**src/fskm_pkg.sv**
```systemverilog
`timescale 1ns / 1ps
`default_nettype none

package fskm_pkg;

    // sine table geometry
    localparam int TABLE_ADDR_BITS = 10;
    localparam int QUARTER_BITS    = TABLE_ADDR_BITS - 2;
    localparam int QUARTER_LEN     = 1 << QUARTER_BITS;

    // phase accumulator and symbol length
    localparam int PHASE_W                = 32;
    localparam int MAX_SAMPLES_PER_SYMBOL = 64;
    localparam int IDX_W                  = $clog2(MAX_SAMPLES_PER_SYMBOL);
    localparam int SPS_W                  = 7;
    localparam int SAMPLE_W               = 8;
    localparam int MAG_W                  = 7;

    // configuration register reset values
    localparam logic [PHASE_W-1:0] TONE_STEP_ZERO_RST = 32'd536870912;
    localparam logic [PHASE_W-1:0] TONE_STEP_ONE_RST  = 32'd805306368;
    localparam logic [SPS_W-1:0]   SAMPLES_PER_SYM_RST = 7'd16;

    // queue depths
    localparam int CMD_DEPTH = 2;
    localparam int CMD_PTR_W = $clog2(CMD_DEPTH);
    localparam int OUT_DEPTH = 2;
    localparam int OUT_PTR_W = $clog2(OUT_DEPTH);

    // fixed point constants for the table build
    localparam logic [63:0] TWO_PI_Q30 = 64'd6746518852;
    localparam longint      ONE_Q30    = 64'sd1073741824;

    // configuration register indexes
    typedef enum logic [1:0] {
        CFG_TONE_STEP_ZERO = 2'd0,
        CFG_TONE_STEP_ONE  = 2'd1,
        CFG_SAMPLES_PER_SYM = 2'd2
    } cfg_index_t;

    // back end sequencer states
    typedef enum logic {
        BK_IDLE,
        BK_RUN
    } back_state_t;

    // classified symbol handed from front to back
    typedef struct packed {
        logic               tone_on;
        logic [PHASE_W-1:0] step;
        logic [IDX_W-1:0]   last_idx;
    } cmd_t;

    // one output word
    typedef struct packed {
        logic signed [SAMPLE_W-1:0] i_sample;
        logic signed [SAMPLE_W-1:0] q_sample;
        logic                       last_sample;
    } out_word_t;

    typedef logic [MAG_W-1:0] quarter_tab_t [QUARTER_LEN+1];

    // one Taylor step: t * x^2 in Q30
    function automatic logic [63:0] taylor_mul(logic [63:0] t, logic [63:0] x);
        logic [63:0] p;
        p = (t * x) >> 30;
        p = (p * x) >> 30;
        return p;
    endfunction

    // quarter wave magnitude at table index k, evaluated at elaboration
    function automatic logic [MAG_W-1:0] sine_mag(int k);
        logic [63:0] x;
        logic [63:0] t;
        longint      s;
        logic [63:0] m;
        x = (64'(k) * TWO_PI_Q30) >> TABLE_ADDR_BITS;
        s = longint'(x);
        t = x;
        t = taylor_mul(t, x) / 64'd6;
        s = s - longint'(t);
        t = taylor_mul(t, x) / 64'd20;
        s = s + longint'(t);
        t = taylor_mul(t, x) / 64'd42;
        s = s - longint'(t);
        t = taylor_mul(t, x) / 64'd72;
        s = s + longint'(t);
        t = taylor_mul(t, x) / 64'd110;
        s = s - longint'(t);
        t = taylor_mul(t, x) / 64'd156;
        s = s + longint'(t);
        t = taylor_mul(t, x) / 64'd210;
        s = s - longint'(t);
        if (s < 0)
        begin
            s = 0;
        end
        if (s > ONE_Q30)
        begin
            s = ONE_Q30;
        end
        m = (64'(s) * 64'd127 + 64'd4096) >> 30;
        if (m > 64'd127)
        begin
            m = 64'd127;
        end
        return m[MAG_W-1:0];
    endfunction

    function automatic quarter_tab_t build_quarter();
        quarter_tab_t tab;
        for (int k = 0; k <= QUARTER_LEN; k++)
        begin
            tab[k] = sine_mag(k);
        end
        return tab;
    endfunction

    localparam quarter_tab_t QUARTER_TAB = build_quarter();

    // signed sine of a full wave index, -127..127
    function automatic logic signed [SAMPLE_W-1:0] wave(logic [TABLE_ADDR_BITS-1:0] idx);
        logic [1:0]              quad;
        logic [QUARTER_BITS:0]   addr;
        logic [MAG_W-1:0]        mag;
        logic [SAMPLE_W-1:0]     val;
        quad = idx[TABLE_ADDR_BITS-1 -: 2];
        if (quad[0])
        begin
            addr = (QUARTER_BITS+1)'(QUARTER_LEN) - {1'b0, idx[QUARTER_BITS-1:0]};
        end
        else
        begin
            addr = {1'b0, idx[QUARTER_BITS-1:0]};
        end
        mag = QUARTER_TAB[addr];
        val = {1'b0, mag};
        if (quad[1])
        begin
            val = -val;
        end
        return val;
    endfunction

endpackage

`default_nettype wire

```
**src/fsk_symbol_modulator_top.sv**
```systemverilog
// Binary FSK modulator, one symbol word in, a burst of I/Q sample words out.
// Input side is a queue: drive tone_on and bit_value with push while full is
// low. Output side is a queue too: while empty is low, i_sample, q_sample and
// last_sample show the oldest sample word, and pop takes it.
// Configuration: cfg_valid/cfg_ready write channel, cfg_index selects
// tone_step_zero (0), tone_step_one (1) or samples_per_symbol (2), other
// indexes are ignored. cfg_ready is always high. Write only while idle.
// Path: a pushed symbol passes through the symbol queue, the sequencer's
// command register and the output queue before its first sample shows.
// Throughput: the back end NCO sequencer emits one sample word per clock while
// the output queue has room; a symbol is samples_per_symbol words (1..64, 16
// after reset), and bursts of consecutive symbols run back to back with no gap.
// Reset: step and length registers return to their defaults, phase clears to
// zero and both queues empty.
// Stall: when pop stays low the two word output queue fills and the sequencer
// holds its phase; the two entry symbol queue then fills and full rises.
`timescale 1ns / 1ps
`default_nettype none

module fsk_symbol_modulator_top (
    input  wire logic                          clk,
    input  wire logic                          rst_n,
    input  wire logic                          push,
    output logic                               full,
    input  wire logic                          tone_on,
    input  wire logic                          bit_value,
    output logic                               empty,
    input  wire logic                          pop,
    output logic signed [fskm_pkg::SAMPLE_W-1:0] i_sample,
    output logic signed [fskm_pkg::SAMPLE_W-1:0] q_sample,
    output logic                               last_sample,
    input  wire logic                          cfg_valid,
    output logic                               cfg_ready,
    input  wire logic [1:0]                    cfg_index,
    input  wire logic [fskm_pkg::PHASE_W-1:0]  cfg_data
);

    logic           cmd_wr;
    fskm_pkg::cmd_t cmd_wr_data;
    logic           cmd_rd;
    logic           cmd_valid;
    fskm_pkg::cmd_t cmd_rd_data;

    // front end: config and symbol classification
    fskm_front u_front (
        .clk       (clk),
        .rst_n     (rst_n),
        .push      (push),
        .full      (full),
        .tone_on   (tone_on),
        .bit_value (bit_value),
        .cfg_valid (cfg_valid),
        .cfg_ready (cfg_ready),
        .cfg_index (cfg_index),
        .cfg_data  (cfg_data),
        .cmd_wr    (cmd_wr),
        .cmd_out   (cmd_wr_data)
    );

    // symbol queue between front and back
    fskm_cmd_queue u_cmd_queue (
        .clk      (clk),
        .rst_n    (rst_n),
        .wr       (cmd_wr),
        .wr_data  (cmd_wr_data),
        .full     (full),
        .rd       (cmd_rd),
        .rd_valid (cmd_valid),
        .rd_data  (cmd_rd_data)
    );

    // back end: NCO sequencer and output queue
    fskm_back u_back (
        .clk         (clk),
        .rst_n       (rst_n),
        .cmd_valid   (cmd_valid),
        .cmd_in      (cmd_rd_data),
        .cmd_rd      (cmd_rd),
        .pop         (pop),
        .empty       (empty),
        .i_sample    (i_sample),
        .q_sample    (q_sample),
        .last_sample (last_sample)
    );

endmodule

`default_nettype wire

```
**src/fskm_front.sv**
```systemverilog
`timescale 1ns / 1ps
`default_nettype none

module fskm_front (
    input  wire logic                       clk,
    input  wire logic                       rst_n,
    input  wire logic                       push,
    input  wire logic                       full,
    input  wire logic                       tone_on,
    input  wire logic                       bit_value,
    input  wire logic                       cfg_valid,
    output logic                            cfg_ready,
    input  wire logic [1:0]                 cfg_index,
    input  wire logic [fskm_pkg::PHASE_W-1:0] cfg_data,
    output logic                            cmd_wr,
    output fskm_pkg::cmd_t                  cmd_out
);

    logic [fskm_pkg::PHASE_W-1:0] step_zero_reg;
    logic [fskm_pkg::PHASE_W-1:0] step_one_reg;
    logic [fskm_pkg::SPS_W-1:0]   sps_reg;
    logic [fskm_pkg::SPS_W-1:0]   count;

    assign cfg_ready = 1'b1;

    // configuration registers
    always_ff @(posedge clk or negedge rst_n)
    begin
        if (!rst_n)
        begin
            step_zero_reg <= fskm_pkg::TONE_STEP_ZERO_RST;
            step_one_reg  <= fskm_pkg::TONE_STEP_ONE_RST;
            sps_reg       <= fskm_pkg::SAMPLES_PER_SYM_RST;
        end
        else if (cfg_valid)
        begin
            unique case (fskm_pkg::cfg_index_t'(cfg_index))
                fskm_pkg::CFG_TONE_STEP_ZERO:  step_zero_reg <= cfg_data;
                fskm_pkg::CFG_TONE_STEP_ONE:   step_one_reg  <= cfg_data;
                fskm_pkg::CFG_SAMPLES_PER_SYM: sps_reg <= cfg_data[fskm_pkg::SPS_W-1:0];
                default:
                begin
                end
            endcase
        end
    end

    // clamp samples per symbol into 1..max
    always_comb
    begin
        count = sps_reg;
        if (sps_reg == '0)
        begin
            count = fskm_pkg::SPS_W'(1);
        end
        else if (sps_reg > fskm_pkg::SPS_W'(fskm_pkg::MAX_SAMPLES_PER_SYMBOL))
        begin
            count = fskm_pkg::SPS_W'(fskm_pkg::MAX_SAMPLES_PER_SYMBOL);
        end
    end

    // classify the incoming symbol word
    always_comb
    begin
        cmd_wr           = push && !full;
        cmd_out.tone_on  = tone_on;
        cmd_out.step     = bit_value ? step_one_reg : step_zero_reg;
        cmd_out.last_idx = fskm_pkg::IDX_W'(count - fskm_pkg::SPS_W'(1));
    end

endmodule

`default_nettype wire

```
**src/fskm_cmd_queue.sv**
```systemverilog
`timescale 1ns / 1ps
`default_nettype none

module fskm_cmd_queue (
    input  wire logic           clk,
    input  wire logic           rst_n,
    input  wire logic           wr,
    input  fskm_pkg::cmd_t      wr_data,
    output logic                full,
    input  wire logic           rd,
    output logic                rd_valid,
    output fskm_pkg::cmd_t      rd_data
);

    localparam int CNT_W = $clog2(fskm_pkg::CMD_DEPTH + 1);

    fskm_pkg::cmd_t                  mem_reg [fskm_pkg::CMD_DEPTH];
    logic [fskm_pkg::CMD_PTR_W-1:0]  wr_ptr_reg;
    logic [fskm_pkg::CMD_PTR_W-1:0]  rd_ptr_reg;
    logic [CNT_W-1:0]                cnt_reg;
    logic [CNT_W-1:0]                cnt_next;

    assign full     = (cnt_reg == CNT_W'(fskm_pkg::CMD_DEPTH));
    assign rd_valid = (cnt_reg != '0);
    assign rd_data  = mem_reg[rd_ptr_reg];

    // occupancy
    always_comb
    begin
        cnt_next = cnt_reg;
        if (wr && !(rd && rd_valid))
        begin
            cnt_next = cnt_reg + CNT_W'(1);
        end
        else if (!wr && rd && rd_valid)
        begin
            cnt_next = cnt_reg - CNT_W'(1);
        end
    end

    // pointers
    always_ff @(posedge clk or negedge rst_n)
    begin
        if (!rst_n)
        begin
            wr_ptr_reg <= '0;
            rd_ptr_reg <= '0;
            cnt_reg    <= '0;
        end
        else
        begin
            cnt_reg <= cnt_next;
            if (wr)
            begin
                wr_ptr_reg <= wr_ptr_reg + fskm_pkg::CMD_PTR_W'(1);
            end
            if (rd && rd_valid)
            begin
                rd_ptr_reg <= rd_ptr_reg + fskm_pkg::CMD_PTR_W'(1);
            end
        end
    end

    // storage
    always_ff @(posedge clk)
    begin
        if (wr)
        begin
            mem_reg[wr_ptr_reg] <= wr_data;
        end
    end

endmodule

`default_nettype wire

```
**src/fskm_back.sv**
```systemverilog
`timescale 1ns / 1ps
`default_nettype none

module fskm_back (
    input  wire logic                          clk,
    input  wire logic                          rst_n,
    input  wire logic                          cmd_valid,
    input  fskm_pkg::cmd_t                     cmd_in,
    output logic                               cmd_rd,
    input  wire logic                          pop,
    output logic                               empty,
    output logic signed [fskm_pkg::SAMPLE_W-1:0] i_sample,
    output logic signed [fskm_pkg::SAMPLE_W-1:0] q_sample,
    output logic                               last_sample
);

    localparam int CNT_W = $clog2(fskm_pkg::OUT_DEPTH + 1);

    fskm_pkg::back_state_t          state_reg;
    fskm_pkg::back_state_t          state_next;
    fskm_pkg::cmd_t                 cmd_reg;
    fskm_pkg::cmd_t                 cmd_next;
    logic [fskm_pkg::IDX_W-1:0]     idx_reg;
    logic [fskm_pkg::IDX_W-1:0]     idx_next;
    logic [fskm_pkg::PHASE_W-1:0]   phase_reg;
    logic [fskm_pkg::PHASE_W-1:0]   phase_next;

    fskm_pkg::out_word_t            ofifo_reg [fskm_pkg::OUT_DEPTH];
    logic [fskm_pkg::OUT_PTR_W-1:0] owr_ptr_reg;
    logic [fskm_pkg::OUT_PTR_W-1:0] ord_ptr_reg;
    logic [CNT_W-1:0]               ocnt_reg;
    logic [CNT_W-1:0]               ocnt_next;

    logic                                  out_rd;
    logic                                  out_space;
    logic                                  emit;
    logic                                  is_last;
    logic [fskm_pkg::TABLE_ADDR_BITS-1:0]  sin_idx;
    logic [fskm_pkg::TABLE_ADDR_BITS-1:0]  cos_idx;
    fskm_pkg::out_word_t                   word;

    assign empty  = (ocnt_reg == '0);
    assign out_rd = pop && !empty;
    assign out_space = (ocnt_reg != CNT_W'(fskm_pkg::OUT_DEPTH)) || out_rd;

    // sample generation from the current phase
    always_comb
    begin
        sin_idx = phase_reg[fskm_pkg::PHASE_W-1 -: fskm_pkg::TABLE_ADDR_BITS];
        cos_idx = sin_idx + fskm_pkg::TABLE_ADDR_BITS'(fskm_pkg::QUARTER_LEN);
        is_last = (idx_reg == cmd_reg.last_idx);
        word.last_sample = is_last;
        if (cmd_reg.tone_on)
        begin
            word.i_sample = fskm_pkg::wave(cos_idx);
            word.q_sample = fskm_pkg::wave(sin_idx);
        end
        else
        begin
            word.i_sample = '0;
            word.q_sample = '0;
        end
    end

    // sequencer: next state and outputs
    always_comb
    begin
        state_next = state_reg;
        cmd_next   = cmd_reg;
        idx_next   = idx_reg;
        phase_next = phase_reg;
        emit       = 1'b0;
        cmd_rd     = 1'b0;
        unique case (state_reg)
            fskm_pkg::BK_IDLE:
            begin
                if (cmd_valid)
                begin
                    cmd_rd     = 1'b1;
                    cmd_next   = cmd_in;
                    idx_next   = '0;
                    state_next = fskm_pkg::BK_RUN;
                end
            end
            fskm_pkg::BK_RUN:
            begin
                if (out_space)
                begin
                    emit       = 1'b1;
                    phase_next = cmd_reg.tone_on ? phase_reg + cmd_reg.step : '0;
                    idx_next   = idx_reg + fskm_pkg::IDX_W'(1);
                    if (is_last)
                    begin
                        // chain straight into the next symbol when one waits
                        if (cmd_valid)
                        begin
                            cmd_rd   = 1'b1;
                            cmd_next = cmd_in;
                            idx_next = '0;
                        end
                        else
                        begin
                            state_next = fskm_pkg::BK_IDLE;
                        end
                    end
                end
            end
            default:
            begin
                state_next = fskm_pkg::BK_IDLE;
            end
        endcase
    end

    // sequencer registers
    always_ff @(posedge clk or negedge rst_n)
    begin
        if (!rst_n)
        begin
            state_reg <= fskm_pkg::BK_IDLE;
            idx_reg   <= '0;
            phase_reg <= '0;
        end
        else
        begin
            state_reg <= state_next;
            idx_reg   <= idx_next;
            phase_reg <= phase_next;
        end
    end

    always_ff @(posedge clk)
    begin
        cmd_reg <= cmd_next;
    end

    // output queue occupancy
    always_comb
    begin
        ocnt_next = ocnt_reg;
        if (emit && !out_rd)
        begin
            ocnt_next = ocnt_reg + CNT_W'(1);
        end
        else if (!emit && out_rd)
        begin
            ocnt_next = ocnt_reg - CNT_W'(1);
        end
    end

    // output queue pointers
    always_ff @(posedge clk or negedge rst_n)
    begin
        if (!rst_n)
        begin
            owr_ptr_reg <= '0;
            ord_ptr_reg <= '0;
            ocnt_reg    <= '0;
        end
        else
        begin
            ocnt_reg <= ocnt_next;
            if (emit)
            begin
                owr_ptr_reg <= owr_ptr_reg + fskm_pkg::OUT_PTR_W'(1);
            end
            if (out_rd)
            begin
                ord_ptr_reg <= ord_ptr_reg + fskm_pkg::OUT_PTR_W'(1);
            end
        end
    end

    // output queue storage
    always_ff @(posedge clk)
    begin
        if (emit)
        begin
            ofifo_reg[owr_ptr_reg] <= word;
        end
    end

    assign i_sample    = ofifo_reg[ord_ptr_reg].i_sample;
    assign q_sample    = ofifo_reg[ord_ptr_reg].q_sample;
    assign last_sample = ofifo_reg[ord_ptr_reg].last_sample;

endmodule

`default_nettype wire

```
**config.mk**
```make
export PLATFORM = sky130hd
export DESIGN_NAME = fsk_symbol_modulator_top
export DESIGN_NICKNAME = d
export VERILOG_FILES = /design/src/fskm_pkg.sv /design/src/fsk_symbol_modulator_top.sv /design/src/fskm_front.sv /design/src/fskm_cmd_queue.sv /design/src/fskm_back.sv
export SDC_FILE = /design/constraint.sdc
export NUM_CORES = 1
export LEC_CHECK = 0
export BUFFER_PORTS_ARGS = -buffer_cell sky130_fd_sc_hd__buf_4
export CAP_MARGIN = 25
export CORE_ASPECT_RATIO = 0.9
export CORE_MARGIN = 4
export CORE_UTILIZATION = 30
export CTS_CLUSTER_DIAMETER = 120
export CTS_CLUSTER_SIZE = 30
export DETAILED_ROUTE_END_ITERATION = 8
export HOLD_SLACK_MARGIN = 0.15
export PLACE_DENSITY = 0.42
export SYNTH_ARGS = -nofsm -noshare
export SYNTH_HDL_FRONTEND = slang
export SYNTH_SLANG_ARGS = --single-unit
```
**constraint.sdc**
```tcl
create_clock -name clk -period 12.9 [get_ports clk]
set_input_delay 2.58 -clock clk [delete_from_list [all_inputs] [get_ports clk]]
set_output_delay 2.58 -clock clk [all_outputs]
set_load 0.03 [all_outputs]
```
==> reports/results.txt <==
The synthesized area per cell is 10.86 sq um, and the worst-skew pair later-pin latency is 0.52 ns. Relative slew slack: 0.3443. 61 I/O pins were placed. The run gives 0.1400 as the aggregate global-route resource usage.

In this run, the number of DRC markers left after iteration 0 of detailed routing was 701. For the pin with the worst max-slew slack, the measured transition is 0.9835 ns. Among cell families on the critical path, the largest total delay comes from compound AO/OA/AOI/OAI gates.

In this run the remaining antenna-violating nets after routing total 0. Counting I/O delays and the setup requirement, the final critical path takes 5.244 ns. The async set or reset register ratio after synthesis was 0.4387.

The proportion of synthesized area in mux cells was 0.1240. Compared with the post-synthesis result, the final layout area differs by 9.610%. In this run the horizontal extent of the chip is 249.6 um. The tools report the count of instances resized after the clock tree is built as 0.

Post-synthesis register bit count: 269. The adder and majority cell fraction of the synthesized area was 0.04178; the maximum cell stage delay along the critical path was 0.89 ns. For the buffer levels on the longest clock path, the log shows 3. The number of different library cells used by synthesis comes to 96. For this run, the number of Yosys warnings is 0. The HPWL after detailed placement is 27340 um. Wire length of the first global-routing pass: 65040 um.

The post-route fraction of the period consumed by the critical path works out to 0.4065. Data on the critical path is required at its endpoint by 13.12 ns. The total area inside the core boundary comes to 51790 sq um. Across the run, the number of max-cap violations was 0. The number of fillers in the final layout was 5249; the vertical extent of the die was 225.4 um.

For the timing-limited maximum frequency, the log shows 0.1907 GHz. The buffers plus inverters on the worst setup path was 2. The run gives 0 as the number of failing hold endpoints at the final stage. The final net count is 1549, and the number of max-slew violations in the final report is 0. Yosys mapped a number of flops with a built-in enable equal to 151. The setup check on the worst reg-to-reg path leaves a slack of 7.66 ns.

Dominant cell type by count on the critical path: sky130_fd_sc_hd__ha_1. The type of the worst setup path is reg2reg. The worst setup path is captured at a register. Setup repair after global routing left no endpoint under its margin. The initial standard-cell utilization of the core came out at 0.3042. The total via count in the routed design was 11389; the total setup buffers inserted after CTS was 0. The tools report the worst-case clock skew as 0.03579 ns. The share of layout cells above drive strength 1 works out to 0.2078.

In the final routed layout, each cell accounts on average for 18.75 um. The area fraction in and, or, nand and nor cells after synthesis was 0.1086. The critical path starts at u_back.phase_reg[23]. The floorplan has 79 rows.

The met2 wire length was 18490 um; the xor/xnor cell area share of the yosys netlist was 0.04058. The routed length on met3 was 1481 um; the initial antenna violation count was 0. The run gives 15750 sq um as the mapped cell area.

Number of flip-flops under the largest register name: 78. For this block, the routed nets add up to 40340 um of wire. The final antenna diode count came out at 0. Class of the tightest hold or removal check: reg2reg. The critical path goes through inv_1, ha_1, mux2i_2, inv_1, ha_1, nand3_1, nand2_1, a2111oi_0, a21oi_1, a2bb2oi_1, a22oi_1, nor2b_1, ha_1, a41oi_1, xor2_1, nor2_1.

The detailed-routing wirelength on met1 was 19790 um. The least setup slack across all paths after layout is 7.656 ns, and the worst setup slack before clock tree synthesis is 7.709 ns. Total number of clock tree sinks: 269. Number of buffers added on ports: 59. The number of hold buffers added after CTS came out at 0.

The number of failing setup endpoints in the final timing report was 0; the clock-pin slew of the registers on the worst-case setup and hold paths was 0.11 ns. The worst setup path is launched from a register. The worst hold path begins at u_back.phase_reg[0].

The count of TritonRoute iterations in the first routing pass is 5, and the total DRC errors in the routed layout is 0. Counting every net in the synthesized netlist gives 1544. The number of global-route vias before repair is 11595, and the via count normalized by instance count is 5.295. The top flip-flop cell by instance count after synthesis is sky130_fd_sc_hd__edfxtp_1. At the end of routability-driven placement, the weighted congestion stood at 0.8780.

For the floorplan die area, the log shows 56250 sq um. Entering global routing, the biggest net connects 65 pins. The part of the Yosys area used for sequential elements came out at 0.4756. Counting the buffers created by CTS gives 13. The post-route setup TNS was 0 ns; the total global routing overflow was 0. The flow ran to the end, and the final reports show no timing, DRC or antenna violations. The area fraction in compound gates after synthesis came out at 0.1732. The root buffer cell chosen for the clock tree is sky130_fd_sc_hd__clkbuf_16.

The number of standard cells after synthesis was 1451; the total placed cells including tap cells was 2129. Highest layer used for signal routing: met4. For the worst setup path, the data arrival time is 5.46 ns. Along the worst path, the maximum fanout reaches 20. The startpoint identified for the worst register-to-register timing path is u_back.phase_reg[23]. Leaving out filler cells and counting taps, the final layout contains 2151. After synthesis, the largest family of logic cells by area is compound AO/OA/AOI/OAI gates.

The total number of H-tree levels was 1. TritonCTS built the clock tree. The slowest stage of the critical path is the sky130_fd_sc_hd__dfrtp_1 cell.
==> layout make-up <==
type / count / area (sq um) / area share
clock buffers: 17 / 350.3 / 0.02029
clock inverters: 5 / 45.04 / 0.002609
inverters: 41 / 153.9 / 0.008912
multi-input cells: 1049 / 7737 / 0.4481
flip-flops and latches: 269 / 7492 / 0.4339
well taps: 688 / 860.8 / 0.04985
repair buffers: 82 / 628.1 / 0.03637
==> synthesized netlist by cell type, drive strengths merged, types with 26 or more instances <==
cell type  number  area, sq um
nor2           94        352.8
xnor2          41        359.1
dfrtp         114         2853
a21oi          79        395.4
ha             51        638.1
xor2           32        280.3
o21ai          88        440.4
nand3          37        185.2
inv            38        142.6
nand2         104        390.4
clkbuf         45        170.2
edfxtp        151         4534
mux2          162         1824
buf            47        242.7
nor3           26        135.1
==> path summary, 6_finish.rpt <==
| check | to | depth (start not counted) |
|---|---|---|
| max | u_back.ofifo_reg[1][15] | 16 |
| min | u_back.phase_reg[0] | 2 |
| max reg2reg | u_back.ofifo_reg[1][15] | 16 |
| min reg2reg | u_back.phase_reg[0] | 2 |
| max in group asynchronous | u_front.step_zero_reg[22] | 2 |
| min in group asynchronous | u_back.state_reg | 1 |
==> tightest hold or removal path: stages (launching register included) <==
cell and delay, ns:
sky130_fd_sc_hd__dfrtp_1 0.37, sky130_fd_sc_hd__nand2_1 0.05, sky130_fd_sc_hd__nand2_1 0.05
==> logic make-up (layout without fill, tap and decap cells) <==
kind of cell,count (synthesis),count (layout)
DFF,269,269
xor gates and xnor gates,73,73
adders and majority gates,52,52
AOI/OAI and AO/OA,399,399
and+or+nand+nor,352,352
muxes,172,172
buffers and inverters,133,145
other,1,1
==> stage by stage <==
step / hold WS [ns] / util / instance area [sq um]
floorplan: 0.4453 / - / 15750
global placement: 0.4560 / 0.3252 / 16840
detailed placement: 0.4701 / 0.3258 / 16870
CTS: 0.4971 / 0.3334 / 17270
global route: 0.5131 / 0.3334 / 17270
finish: 0.4908 / 0.3334 / 17270
==> cells in the final DEF, fill, tap and decap left out, types with 11 or more instances in the layout <==
master and n:
sky130_fd_sc_hd__o21bai_1 15, sky130_fd_sc_hd__xnor2_1 39, sky130_fd_sc_hd__a21o_1 20, sky130_fd_sc_hd__edfxtp_1 151
sky130_fd_sc_hd__nand2b_1 12, sky130_fd_sc_hd__inv_1 32, sky130_fd_sc_hd__a221oi_1 11, sky130_fd_sc_hd__buf_4 81
sky130_fd_sc_hd__nand2_1 104, sky130_fd_sc_hd__ha_1 51, sky130_fd_sc_hd__o31ai_1 11, sky130_fd_sc_hd__o21ai_0 78
sky130_fd_sc_hd__xor2_1 32, sky130_fd_sc_hd__o211ai_1 22, sky130_fd_sc_hd__nand3_1 37, sky130_fd_sc_hd__o22ai_1 15
sky130_fd_sc_hd__a21oi_1 79, sky130_fd_sc_hd__nor3_1 25, sky130_fd_sc_hd__clkbuf_16 13, sky130_fd_sc_hd__a211oi_1 16
sky130_fd_sc_hd__a31oi_1 20, sky130_fd_sc_hd__mux2_2 162, sky130_fd_sc_hd__nor2_1 93, sky130_fd_sc_hd__dfrtp_1 114
==> routing by layer <==
| layer | track usage | vias to the layer above |
|---|---|---|
| li1 | - | 5478 |
| met1 | 0.1993 | 5623 |
| met2 | 0.2317 | 241 |
| met3 | 0.01835 | 47 |
| met4 | 0.02645 | 0 |
| met5 | 0 | - |
Power is left out: the tool's default activity adds up to more than one toggle a clock period on the data nets, which glitch-free logic cannot reach.
